[config.mk]
export PLATFORM = sky130hd
export DESIGN_NAME = reliable_update_retransmitter_flat
export DESIGN_NICKNAME = d
export VERILOG_FILES = /design/src/design/rur_pkg.sv /design/src/design/rur_ifs.sv /design/src/design/reliable_update_retransmitter.sv /design/src/design/rur_chan.sv /design/src/flat_wrapper.sv
export SDC_FILE = /design/constraint.sdc
export NUM_CORES = 1
export LEC_CHECK = 0
export BUFFER_PORTS_ARGS = -buffer_cell sky130_fd_sc_hd__buf_2
export CAP_MARGIN = 20
export CORE_ASPECT_RATIO = 1.5
export CORE_MARGIN = 2
export CORE_UTILIZATION = 55
export DETAILED_ROUTE_END_ITERATION = 10
export GPL_ROUTABILITY_DRIVEN = 0
export GPL_TIMING_DRIVEN = 0
export PLACE_DENSITY = 0.73
export SLEW_MARGIN = 20
export SYNTH_ARGS = -nofsm -noshare
export SYNTH_HDL_FRONTEND = slang
export SYNTH_HIERARCHICAL = 1
export SYNTH_SLANG_ARGS = --single-unit
[constraint.sdc]
create_clock -name clk -period 10.3 [get_ports clk]
set_input_delay 3.09 -clock clk [delete_from_list [all_inputs] [get_ports clk]]
set_output_delay 3.09 -clock clk [all_outputs]
set_load 0.005 [all_outputs]
[src/design/rur_pkg.sv]
// shared types, constants and helpers for the reliable update retransmitter
// no dependencies
package rur_pkg;

  localparam int ITEMS = 32;
  localparam int ID_W = 5;
  localparam int SEQ_W = 8;
  localparam int TIME_W = 32;
  localparam int QUEUE_DEPTH = 4;
  localparam int QPTR_W = $clog2(QUEUE_DEPTH);
  localparam int CFG_ADDR_W = 4;

  localparam logic [5:0] WIDGET_COUNT_RST = 6'd0;
  localparam logic [31:0] INPUT_MASK_RST = 32'd0;
  localparam logic [15:0] TIMEOUT_RST = 16'd500;
  localparam logic [7:0] MAX_RETRIES_RST = 8'd3;

  typedef enum logic [1:0] {
    FUNC_TICK       = 2'd0,
    FUNC_PUSH_VALUE = 2'd1,
    FUNC_PUSH_META  = 2'd2,
    FUNC_ACK        = 2'd3
  } func_t;

  typedef enum logic [1:0] {
    KIND_SET_INPUT = 2'd0,
    KIND_VALUE     = 2'd1,
    KIND_FULL_SYNC = 2'd2,
    KIND_META      = 2'd3
  } kind_t;

  typedef enum logic [1:0] {
    REG_WIDGET_COUNT = 2'd0,
    REG_INPUT_MASK   = 2'd1,
    REG_TIMEOUT      = 2'd2,
    REG_MAX_RETRIES  = 2'd3
  } reg_idx_t;

  typedef struct packed {
    logic [1:0]  func;
    logic [7:0]  item_id;
    logic [7:0]  ack_seq;
    logic [31:0] now_ms;
    logic        link_up;
  } in_word_t;

  typedef struct packed {
    logic [1:0] kind;
    logic [4:0] out_id;
    logic [7:0] out_seq;
    logic [7:0] attempt;
    logic       last;
  } out_word_t;

  typedef struct packed {
    logic              tick;
    logic              push;
    logic              ack;
    logic [ID_W-1:0]   push_id;
    logic [SEQ_W-1:0]  ack_seq;
    logic [TIME_W-1:0] now;
  } chan_op_t;

  typedef struct packed {
    logic             send;
    logic             drop;
    logic [ID_W-1:0]  id;
    logic [SEQ_W-1:0] seq;
    logic [7:0]       attempt;
  } chan_res_t;

  function automatic logic [ID_W-1:0] lowest_set(logic [ITEMS-1:0] v);
    logic [ID_W-1:0] idx;
    idx = '0;
    for (int i = ITEMS - 1; i >= 0; i--) begin
      if (v[i]) begin
        idx = ID_W'(i);
      end
    end
    return idx;
  endfunction

endpackage

[src/design/rur_ifs.sv]
// valid/ready stream interfaces for the input and result channels
// depends on rur_pkg
interface rur_in_if;
  logic              valid;
  logic              ready;
  rur_pkg::in_word_t data;

  modport source (output valid, output data, input ready);
  modport sink (input valid, input data, output ready);
  modport mon (input valid, input data, input ready);
endinterface

interface rur_out_if;
  logic               valid;
  logic               ready;
  rur_pkg::out_word_t data;

  modport source (output valid, output data, input ready);
  modport sink (input valid, input data, output ready);
  modport mon (input valid, input data, input ready);
endinterface

[src/design/reliable_update_retransmitter.sv]
// top level: input register, value and meta retransmit channels, result queue
// and apb configuration registers; depends on rur_pkg, rur_ifs, rur_chan
//
// in_ch carries words of four kinds: a tick (with the time and link state),
// a push of a value or meta update for an item id, or an acknowledgement.
// A tick while the link is up gives zero, one or two result words on out_ch:
// the value channel's send or drop first, then the meta channel's send; the
// final word of a tick has last set. Pushes and acks give no result.
// An accepted word is held in the input register until the result queue has
// room; both channels then process it and its results go through the queue.
// One word per cycle is taken while the four-entry result queue keeps room
// for two results; a tick that yields two results every cycle is bounded by
// the single output port, one result per cycle.
// When the receiver stalls, the queue fills and in_ch.ready drops; nothing
// is lost. The head of the queue holds steady on out_ch while stalled.
// Reset (rst_n low at a clock edge) clears both channels, empties the queue
// and loads the register defaults: widget count 0, input mask 0,
// timeout 500 ms, max retries 3. Registers are written over the apb port,
// which the user must do only while the block is idle; the block does not enforce it.
module reliable_update_retransmitter (
  input  logic                               clk,
  input  logic                               rst_n,
  rur_in_if.sink                             in_ch,
  rur_out_if.source                          out_ch,
  input  logic                               cfg_psel,
  input  logic                               cfg_penable,
  input  logic                               cfg_pwrite,
  input  logic [rur_pkg::CFG_ADDR_W-1:0]     cfg_paddr,
  input  logic [31:0]                        cfg_pwdata,
  output logic [31:0]                        cfg_prdata,
  output logic                               cfg_pready
);

  logic [5:0]  widget_count_r;
  logic [31:0] input_mask_r;
  logic [15:0] timeout_r;
  logic [7:0]  max_retries_r;
  logic        cfg_wr;
  rur_pkg::reg_idx_t cfg_idx;

  rur_pkg::in_word_t item_r;
  logic              item_vld_r;
  logic              proc_fire;
  logic              in_fire;

  rur_pkg::out_word_t                  queue_r [rur_pkg::QUEUE_DEPTH];
  logic [rur_pkg::QPTR_W-1:0]          wr_ptr_r, rd_ptr_r;
  logic [rur_pkg::QPTR_W-1:0]          wr_ptr_p1;
  logic [rur_pkg::QPTR_W:0]            count_r, count_nxt;
  logic [rur_pkg::QPTR_W:0]            count_after_pop;
  logic                                pop;
  logic                                room;

  logic                 id_ok;
  logic                 is_tick;
  rur_pkg::chan_op_t    val_op, meta_op;
  rur_pkg::chan_res_t   val_res, meta_res;
  logic                 val_out, meta_out;
  rur_pkg::out_word_t   val_word, meta_word;
  rur_pkg::out_word_t   slot0, slot1;
  logic                 push0, push1;

  // configuration port
  assign cfg_pready = 1'b1;
  assign cfg_wr  = cfg_psel && cfg_penable && cfg_pwrite && cfg_pready;
  assign cfg_idx = rur_pkg::reg_idx_t'(cfg_paddr[3:2]);

  always_ff @(posedge clk) begin
    if (!rst_n) begin
      widget_count_r <= rur_pkg::WIDGET_COUNT_RST;
      input_mask_r   <= rur_pkg::INPUT_MASK_RST;
      timeout_r      <= rur_pkg::TIMEOUT_RST;
      max_retries_r  <= rur_pkg::MAX_RETRIES_RST;
    end else if (cfg_wr) begin
      case (cfg_idx)
        rur_pkg::REG_WIDGET_COUNT: widget_count_r <= cfg_pwdata[5:0];
        rur_pkg::REG_INPUT_MASK:   input_mask_r   <= cfg_pwdata;
        rur_pkg::REG_TIMEOUT:      timeout_r      <= cfg_pwdata[15:0];
        rur_pkg::REG_MAX_RETRIES:  max_retries_r  <= cfg_pwdata[7:0];
        default: ;
      endcase
    end
  end

  always_comb begin
    case (cfg_idx)
      rur_pkg::REG_WIDGET_COUNT: cfg_prdata = {26'd0, widget_count_r};
      rur_pkg::REG_INPUT_MASK:   cfg_prdata = input_mask_r;
      rur_pkg::REG_TIMEOUT:      cfg_prdata = {16'd0, timeout_r};
      rur_pkg::REG_MAX_RETRIES:  cfg_prdata = {24'd0, max_retries_r};
      default:                   cfg_prdata = '0;
    endcase
  end

  // input register
  assign pop             = out_ch.valid && out_ch.ready;
  assign count_after_pop = count_r - {{rur_pkg::QPTR_W{1'b0}}, pop};
  assign room = count_after_pop <= (rur_pkg::QPTR_W + 1)'(rur_pkg::QUEUE_DEPTH - 2);
  assign proc_fire   = item_vld_r && room;
  assign in_ch.ready = !item_vld_r || proc_fire;
  assign in_fire     = in_ch.valid && in_ch.ready;

  always_ff @(posedge clk) begin
    if (!rst_n) begin
      item_vld_r <= 1'b0;
    end else if (in_ch.ready) begin
      item_vld_r <= in_ch.valid;
    end
  end

  always_ff @(posedge clk) begin
    if (in_fire) begin
      item_r <= in_ch.data;
    end
  end

  // channel operations
  assign id_ok = (item_r.item_id < {2'b00, widget_count_r}) &&
                 (item_r.item_id < 8'(rur_pkg::ITEMS));
  assign is_tick = proc_fire && (item_r.func == rur_pkg::FUNC_TICK) && item_r.link_up;

  always_comb begin
    val_op         = '0;
    val_op.tick    = is_tick;
    val_op.push    = proc_fire && (item_r.func == rur_pkg::FUNC_PUSH_VALUE) && id_ok;
    val_op.ack     = proc_fire && (item_r.func == rur_pkg::FUNC_ACK);
    val_op.push_id = item_r.item_id[rur_pkg::ID_W-1:0];
    val_op.ack_seq = item_r.ack_seq;
    val_op.now     = item_r.now_ms;
    meta_op        = val_op;
    meta_op.push   = proc_fire && (item_r.func == rur_pkg::FUNC_PUSH_META) && id_ok;
  end

  rur_chan u_val_chan (
    .clk         (clk),
    .rst_n       (rst_n),
    .op          (val_op),
    .timeout     (timeout_r),
    .max_retries (max_retries_r),
    .res         (val_res)
  );

  rur_chan u_meta_chan (
    .clk         (clk),
    .rst_n       (rst_n),
    .op          (meta_op),
    .timeout     (timeout_r),
    .max_retries (max_retries_r),
    .res         (meta_res)
  );

  // result words
  assign val_out  = val_res.send || val_res.drop;
  assign meta_out = meta_res.send;

  always_comb begin
    val_word.out_id  = val_res.id;
    val_word.out_seq = val_res.seq;
    val_word.attempt = val_res.attempt;
    val_word.last    = !meta_out;
    if (val_res.drop) begin
      val_word.kind = rur_pkg::KIND_FULL_SYNC;
    end else if (input_mask_r[val_res.id]) begin
      val_word.kind = rur_pkg::KIND_SET_INPUT;
    end else begin
      val_word.kind = rur_pkg::KIND_VALUE;
    end
    meta_word.kind    = rur_pkg::KIND_META;
    meta_word.out_id  = meta_res.id;
    meta_word.out_seq = meta_res.seq;
    meta_word.attempt = meta_res.attempt;
    meta_word.last    = 1'b1;
  end

  assign push0 = val_out || meta_out;
  assign push1 = val_out && meta_out;
  assign slot0 = val_out ? val_word : meta_word;
  assign slot1 = meta_word;

  // result queue
  assign wr_ptr_p1 = wr_ptr_r + {{(rur_pkg::QPTR_W-1){1'b0}}, 1'b1};

  always_ff @(posedge clk) begin
    if (push0) begin
      queue_r[wr_ptr_r] <= slot0;
    end
    if (push1) begin
      queue_r[wr_ptr_p1] <= slot1;
    end
  end

  assign count_nxt = count_after_pop + {{rur_pkg::QPTR_W{1'b0}}, push0}
                                     + {{rur_pkg::QPTR_W{1'b0}}, push1};

  always_ff @(posedge clk) begin
    if (!rst_n) begin
      wr_ptr_r <= '0;
      rd_ptr_r <= '0;
      count_r  <= '0;
    end else begin
      wr_ptr_r <= wr_ptr_r + {{(rur_pkg::QPTR_W-1){1'b0}}, push0}
                           + {{(rur_pkg::QPTR_W-1){1'b0}}, push1};
      rd_ptr_r <= rd_ptr_r + {{(rur_pkg::QPTR_W-1){1'b0}}, pop};
      count_r  <= count_nxt;
    end
  end

  assign out_ch.valid = count_r != '0;
  assign out_ch.data  = queue_r[rd_ptr_r];

endmodule

[src/design/rur_chan.sv]
// one stop-and-wait retransmit channel: pending map, current id, sequence,
// retry count and send time; depends on rur_pkg
module rur_chan (
  input  logic               clk,
  input  logic               rst_n,
  input  rur_pkg::chan_op_t  op,
  input  logic [15:0]        timeout,
  input  logic [7:0]         max_retries,
  output rur_pkg::chan_res_t res
);

  logic [rur_pkg::ITEMS-1:0]  pend_r, pend_nxt;
  logic [rur_pkg::ID_W-1:0]   cur_r, cur_nxt;
  logic [rur_pkg::SEQ_W-1:0]  seq_r, seq_nxt;
  logic [7:0]                 retry_r, retry_nxt;
  logic [rur_pkg::TIME_W-1:0] sent_r, sent_nxt;
  logic [rur_pkg::TIME_W-1:0] elapsed;
  logic                       due;

  always_comb begin
    pend_nxt  = pend_r;
    cur_nxt   = cur_r;
    seq_nxt   = seq_r;
    retry_nxt = retry_r;
    sent_nxt  = sent_r;
    res       = '0;
    elapsed   = '0;
    due       = 1'b0;

    if (op.push) begin
      pend_nxt[op.push_id] = 1'b1;
    end

    if (op.ack && (pend_r != '0) && (op.ack_seq == seq_r)) begin
      pend_nxt[cur_r] = 1'b0;
      retry_nxt       = '0;
    end

    if (op.tick && (pend_r != '0)) begin
      if (!pend_r[cur_r]) begin
        cur_nxt   = rur_pkg::lowest_set(pend_r);
        seq_nxt   = seq_r + 8'd1;
        retry_nxt = '0;
        sent_nxt  = '0;
      end
      elapsed = op.now - sent_nxt;
      due = (sent_nxt == '0) || (elapsed >= {16'd0, timeout});
      res.id  = cur_nxt;
      res.seq = seq_nxt;
      if (due) begin
        res.attempt = retry_nxt;
        if (retry_nxt >= max_retries) begin
          res.drop          = 1'b1;
          pend_nxt[cur_nxt] = 1'b0;
          retry_nxt         = '0;
        end else begin
          res.send  = 1'b1;
          sent_nxt  = op.now;
          retry_nxt = retry_nxt + 8'd1;
        end
      end
    end
  end

  always_ff @(posedge clk) begin
    if (!rst_n) begin
      pend_r  <= '0;
      cur_r   <= '0;
      seq_r   <= '0;
      retry_r <= '0;
      sent_r  <= '0;
    end else begin
      pend_r  <= pend_nxt;
      cur_r   <= cur_nxt;
      seq_r   <= seq_nxt;
      retry_r <= retry_nxt;
      sent_r  <= sent_nxt;
    end
  end

endmodule

[src/flat_wrapper.sv]
// flat-port wrapper written by rule: the top's interface ports become plain ports
module reliable_update_retransmitter_flat 
  (clk, rst_n, cfg_psel, cfg_penable, cfg_pwrite, cfg_paddr, cfg_pwdata, cfg_prdata, cfg_pready, in_ch_valid, in_ch_data, in_ch_ready, out_ch_valid, out_ch_data, out_ch_ready);
  rur_in_if in_ch_i ();
  rur_out_if out_ch_i ();
  input  logic clk;
  input  logic rst_n;
  input  logic cfg_psel;
  input  logic cfg_penable;
  input  logic cfg_pwrite;
  input  logic [rur_pkg::CFG_ADDR_W-1:0] cfg_paddr;
  input  logic [31:0] cfg_pwdata;
  output logic [31:0] cfg_prdata;
  output logic cfg_pready;
  input wire logic [$bits(in_ch_i.valid)-1:0] in_ch_valid;
  input wire logic [$bits(in_ch_i.data)-1:0] in_ch_data;
  output wire logic [$bits(in_ch_i.ready)-1:0] in_ch_ready;
  output wire logic [$bits(out_ch_i.valid)-1:0] out_ch_valid;
  output wire logic [$bits(out_ch_i.data)-1:0] out_ch_data;
  input wire logic [$bits(out_ch_i.ready)-1:0] out_ch_ready;
  assign in_ch_i.valid = in_ch_valid;
  assign in_ch_i.data = in_ch_data;
  assign in_ch_ready = in_ch_i.ready;
  assign out_ch_valid = out_ch_i.valid;
  assign out_ch_data = out_ch_i.data;
  assign out_ch_i.ready = out_ch_ready;
  reliable_update_retransmitter u_core (.clk(clk), .rst_n(rst_n), .in_ch(in_ch_i), .out_ch(out_ch_i), .cfg_psel(cfg_psel), .cfg_penable(cfg_penable), .cfg_pwrite(cfg_pwrite), .cfg_paddr(cfg_paddr), .cfg_pwdata(cfg_pwdata), .cfg_prdata(cfg_prdata), .cfg_pready(cfg_pready));
endmodule
# After elaboration in Yosys (flattened, before gate mapping)
# Memories as Yosys holds them, arrays and structs flattened. A register that Yosys moved wholly into a read port is not among the register bits.
# Index checks and enable logic that the tools add are counted.
# Widths: inputs -> output; s select.
[op_classes]
add_sub_neg = 13
magnitude_cmp = 18
n_eq_ne = 8
n_mux = 135
bitwise_logic = 10
reduce_logical = 43
[ops]
columns = ["operator", "n"]
rows = [
  ["$mux 32", 18],
  ["$mux 5", 68],
  ["$and 32x32->32", 4],
  ["$mux 8", 16],
  ["$not 32->32", 4],
  ["$pmux 32 s4", 1],
  ["$ge 32x16->1", 2],
  ["$logic_not 32->1", 2],
  ["$or 32x32->32", 2],
  ["$reduce_bool 32->1", 2],
  ["$sub 32x32->32", 2],
  ["$mux 23", 2],
  ["$lt 5x6->1 const B", 6],
  ["$add 8x1->8 const B", 4],
  ["$demux 1 s5", 5],
  ["$ge 5x1->1 const B", 5],
  ["$logic_and 1x1->1", 25],
  ["$mux 24", 1],
  ["$mux 1", 17],
  ["$eq 8x8->1", 2],
  ["$ge 8x8->1", 2],
  ["$bmux 1 s5", 3],
  ["$eq 2x2->1 const B", 4],
  ["$lt 8x6->1", 1],
  ["13 further kinds", 29],
]
[word_totals]
regBits = 291
ramBits = 96
in_bits = 94
out_inout_bits = 59
wordCells = 251
memories = 1
[mem_list]
columns = ["memory", "words", "word_bits", "read_ports", "rd_clocked_by_memory_dff", "write_ports", "line_no", "source"]
rows = [
  ["u_core.queue_r", 4, 24, 1, 1, 2, "reliable_update_retransmitter.sv:46", "rur_pkg::out_word_t queue_r [rur_pkg::QUEUE_DEPTH];"],
]

# Depth between registers and ports, before layout
[logic_depth]
ltp_word = 43
mapped_depth = 44
depth_no_buf = 35

# Cells and area by module
# Netlist, hierarchy kept.
[by_module_without_submodules]
columns = ["mod", "n_inst", "cells_per_inst", "area_each_um2", "seq_area_each_um2"]
rows = [
  ["reliable_update_retransmitter", 1, 738, 9546.7, 5695.5],
  ["rur_chan (u_core.u_val_chan)", 1, 1029, 7479.7, 1701.6],
  ["rur_chan (u_core.u_meta_chan)", 1, 949, 7198.2, 1701.6],
]

# Worst setup path before layout
# No wires, ideal clock.
[synth_path]
path_kind = "in2reg"
startpoint = "input port out_ch_ready"
endpoint = "memory u_core/queue_r[2][10] (netlist bit) (enable)"
setup_time_ns = 0.406
arrival_time_ns = 8.683
required_ns = 9.894
path_slack_ns = 1.211
stages = 29
path_buffers = 4
cell_sequence = "and2_1 -> ha_1 -> ha_1 -> xor2_1 -> nor2_1 -> and4_1 -> nand2_1 -> or4_1 -> and2_1 -> clkbuf_1 -> nand2_1 -> inv_1 -> ha_1 -> a21o_1 -> a21o_1 -> a21o_1 -> a21oi_1 -> nor2b_1 -> o21ai_0 -> a21o_1 -> or3_1 -> buf_2 -> inv_2 -> buf_2 -> clkbuf_1 -> nor2_1 -> inv_1 -> nor2_1 -> o2bb2ai_1"
[synth_lines]
columns = ["item", "line_no", "source"]
rows = [
  ["start: declaration", "flat_wrapper.sv:20", "input wire logic [$bits(out_ch_i.ready)-1:0] out_ch_ready;"],
  ["end: declaration", "reliable_update_retransmitter.sv:46", ""],
]

==> out/qor.yml <==
cpMostUsedCell: "clkbuf_1"
leakage_nw: 10.2
grt_pass1_wl_um: 123000
p_per_area_nw_per_um2: 136
post-route-period-util_pct: 94.6
critPathRequiredTime_ns: 10.75
grt_max_degree: 33
cp.arrival_ns: 10.19
violations: "DRC"
drv_cap: 0
clock_power_share_pct: 40.0
postLayoutCellArea_sq_um: 27100
setup_violations: 0
clock_sinks: 387
min_path_type: "reg -> reg"
switching_share_pct: 27.2
postSynthAreaPerCell_sq_um: 8.92
run_status: "complete, but fails checks"
dr.first_iter.drc_count: 2297
overflow: 0
slowest_stage: "nor3_1"
hold-worst-slack_ns: 0.480
vdd_drop_max_mv: 0.141
nets: 3126
wl_per_cell_um: 22.8
r2r-start: "u_core/u_meta_chan/cur_r[2]$_SDFFE_PN0P_"
area_growth_pct: 12.0
p_int_w: 0.00269
hold_end: "u_core/u_val_chan/retry_r[6]$_SDFF_PN0_"
num_vias: 22900
drtAntennaViolNets: 0
worstSetupPathType: "reg -> reg"
drc_errors: 1
maxSlewHeadroom_pct: 18.6
cts_tree: "built"
via_per_inst: 6.51
fin_crit_ns: 9.74
reg2reg_slack_ns: 0.56
layout_common_cells: "313 x nand2_1, 267 x nor2_1, 252 x dfxtp_1, 184 x buf_2, 160 x a21oi_1"
syn_nets: 2935
dp_cells: 3441
worstHoldStart: "u_core/u_val_chan/retry_r[6]$_SDFF_PN0_"
postCtsHoldBufs: 0
post_cts_resized: 5
pwr-share-comb_pct: 14.9
first_pass_iters: 11
grt_pass1_vias: 22800
cp-start-kind: "register"
cts_buffer_depth: 3
syn_area_sq_um: 24200
r2r_end: "u_core/count_r[2]$_SDFF_PN0_"
tightest_slew_ns: 1.19
power_frac_seq_pct: 45.1
htree_levels: 2
fin_skew_ns: 0.0146
layout-drive-gt1-share_pct: 11.7
dpl.hpwl_um: 61400
postSynthCellCount: 2715
dieArea_sq_um: 45800
slowest_delay_ns: 0.66
slew_viol_final: 0
initial_core_util_pct: 55.5
dpl_cell_area_sq_um: 25800
yosys_warnings: 6
postCtsSetupRepairBufs: 0
ctsRootBufferMaster: "clkbuf_16"
die_y_um: 261
fmax_mhz: 103
port_buffers: 149
cts_buffers: 40
switching_power_w: 0.00101
clk_latency_ns: 0.56
end_kind: "register"
layout.cells.non_filler: 3519
antenna_found_initial: 5
hold_path_depth: 2
drt_wl_total_um: 80200
core_sq_um: 43600
path_max_fanout: 10
final-hold-violation-count: 0
rr_worst_depth: 33
mostFrequentLayoutCell: "nand2_1"
fp.dieW_um: 175
rsz0062_at_grt: "no"
cts.clk_slew.worst_paths_ns: 0.06
rows: 94
grtUsageTotal_pct: 34.5
io_pins: 153
## per-layer routing
layer / global-route usage [%] / vias up / wire [um]
met4: 30.5 / 0 / 8210
met3: 5.49 / 441 / 5370
met1: 33.7 / 10800 / 26300
met2: 62.7 / 1204 / 40400
li1: - / 10400 / -
met5: 0 / - / 0
## flip-flops by register name (all words and copies together) (netlist names), 16 cells and up
signal	count
u_core/item_r	51
u_core/timeout_r	16
u_core/input_mask_r	32
u_core/u_val_chan/sent_r	32
u_core/u_meta_chan/sent_r	32
u_core/queue_r	96
u_core/u_meta_chan/pend_r	32
u_core/u_val_chan/pend_r	32
## worst max path at each step
| stage | startpoint | endpoint | cells after the start |
|---|---|---|---|
| finish | u_core/u_meta_chan/cur_r[2]$_SDFFE_PN0P_ | u_core/count_r[2]$_SDFF_PN0_ | 33 |
| global route | u_core/u_val_chan/cur_r[4]$_SDFFE_PN0P_ | u_core/queue_r[3][9]$_DFFE_PP_ | 40 |
| CTS | u_core/u_val_chan/cur_r[4]$_SDFFE_PN0P_ | u_core/count_r[2]$_SDFF_PN0_ | 41 |
| detailed placement | u_core/u_val_chan/cur_r[4]$_SDFFE_PN0P_ | u_core/count_r[2]$_SDFF_PN0_ | 41 |
| global placement | u_core/u_val_chan/cur_r[4]$_SDFFE_PN0P_ | u_core/queue_r[2][10]$_DFFE_PP_ | 37 |
| floorplan | out_ch_ready | u_core/queue_r[2][10]$_DFFE_PP_ | 29 |
## final cells by class
class	instances	area (sq um)
timing repair buffer	150	766
sequential	387	9100
clock buffer	60	1180
inverter	124	465
multi-input combinational	2057	14100
buffer	146	664
fill	3719	16500
tap	576	721
antenna	5	12.5
clock inverter	14	134
## power groups by stage
stage               registers, W  logic, W  clock network (W)
floorplan                0.00167  0.000375                  0
global placement         0.00170  0.000518                  0
detailed placement       0.00170  0.000537                  0
CTS                      0.00166  0.000543            0.00149
global route             0.00167  0.000604            0.00155
finish                   0.00167  0.000550            0.00148
## worst max-delay path: cells and delay by family (launching register included)
kind / cells / cell delay (ns)
AO/OA/AOI/OAI: 11 / 2.54
buffers and inverters: 7 / 2.07
XOR/XNOR: 2 / 0.35
AND/OR/NAND/NOR: 9 / 3.16
adder cells (fa/ha/maj): 4 / 1.19
flip-flops: 1 / 0.30
## stage by stage
step                      total power [W]  util [%]  setup slack (ns)  TNS (ns)
after CTS                         0.00370      62.1             0.164         0
after detailed placement          0.00223      59.0            -0.886   -107.67
after floorplan                   0.00204         -              1.21         0
after global routing              0.00382      62.2            0.0288         0
final                             0.00369      62.2             0.558         0
after global placement            0.00222      58.9             -1.24   -152.35
No activity file was read; power rests on OpenSTA's default activity.
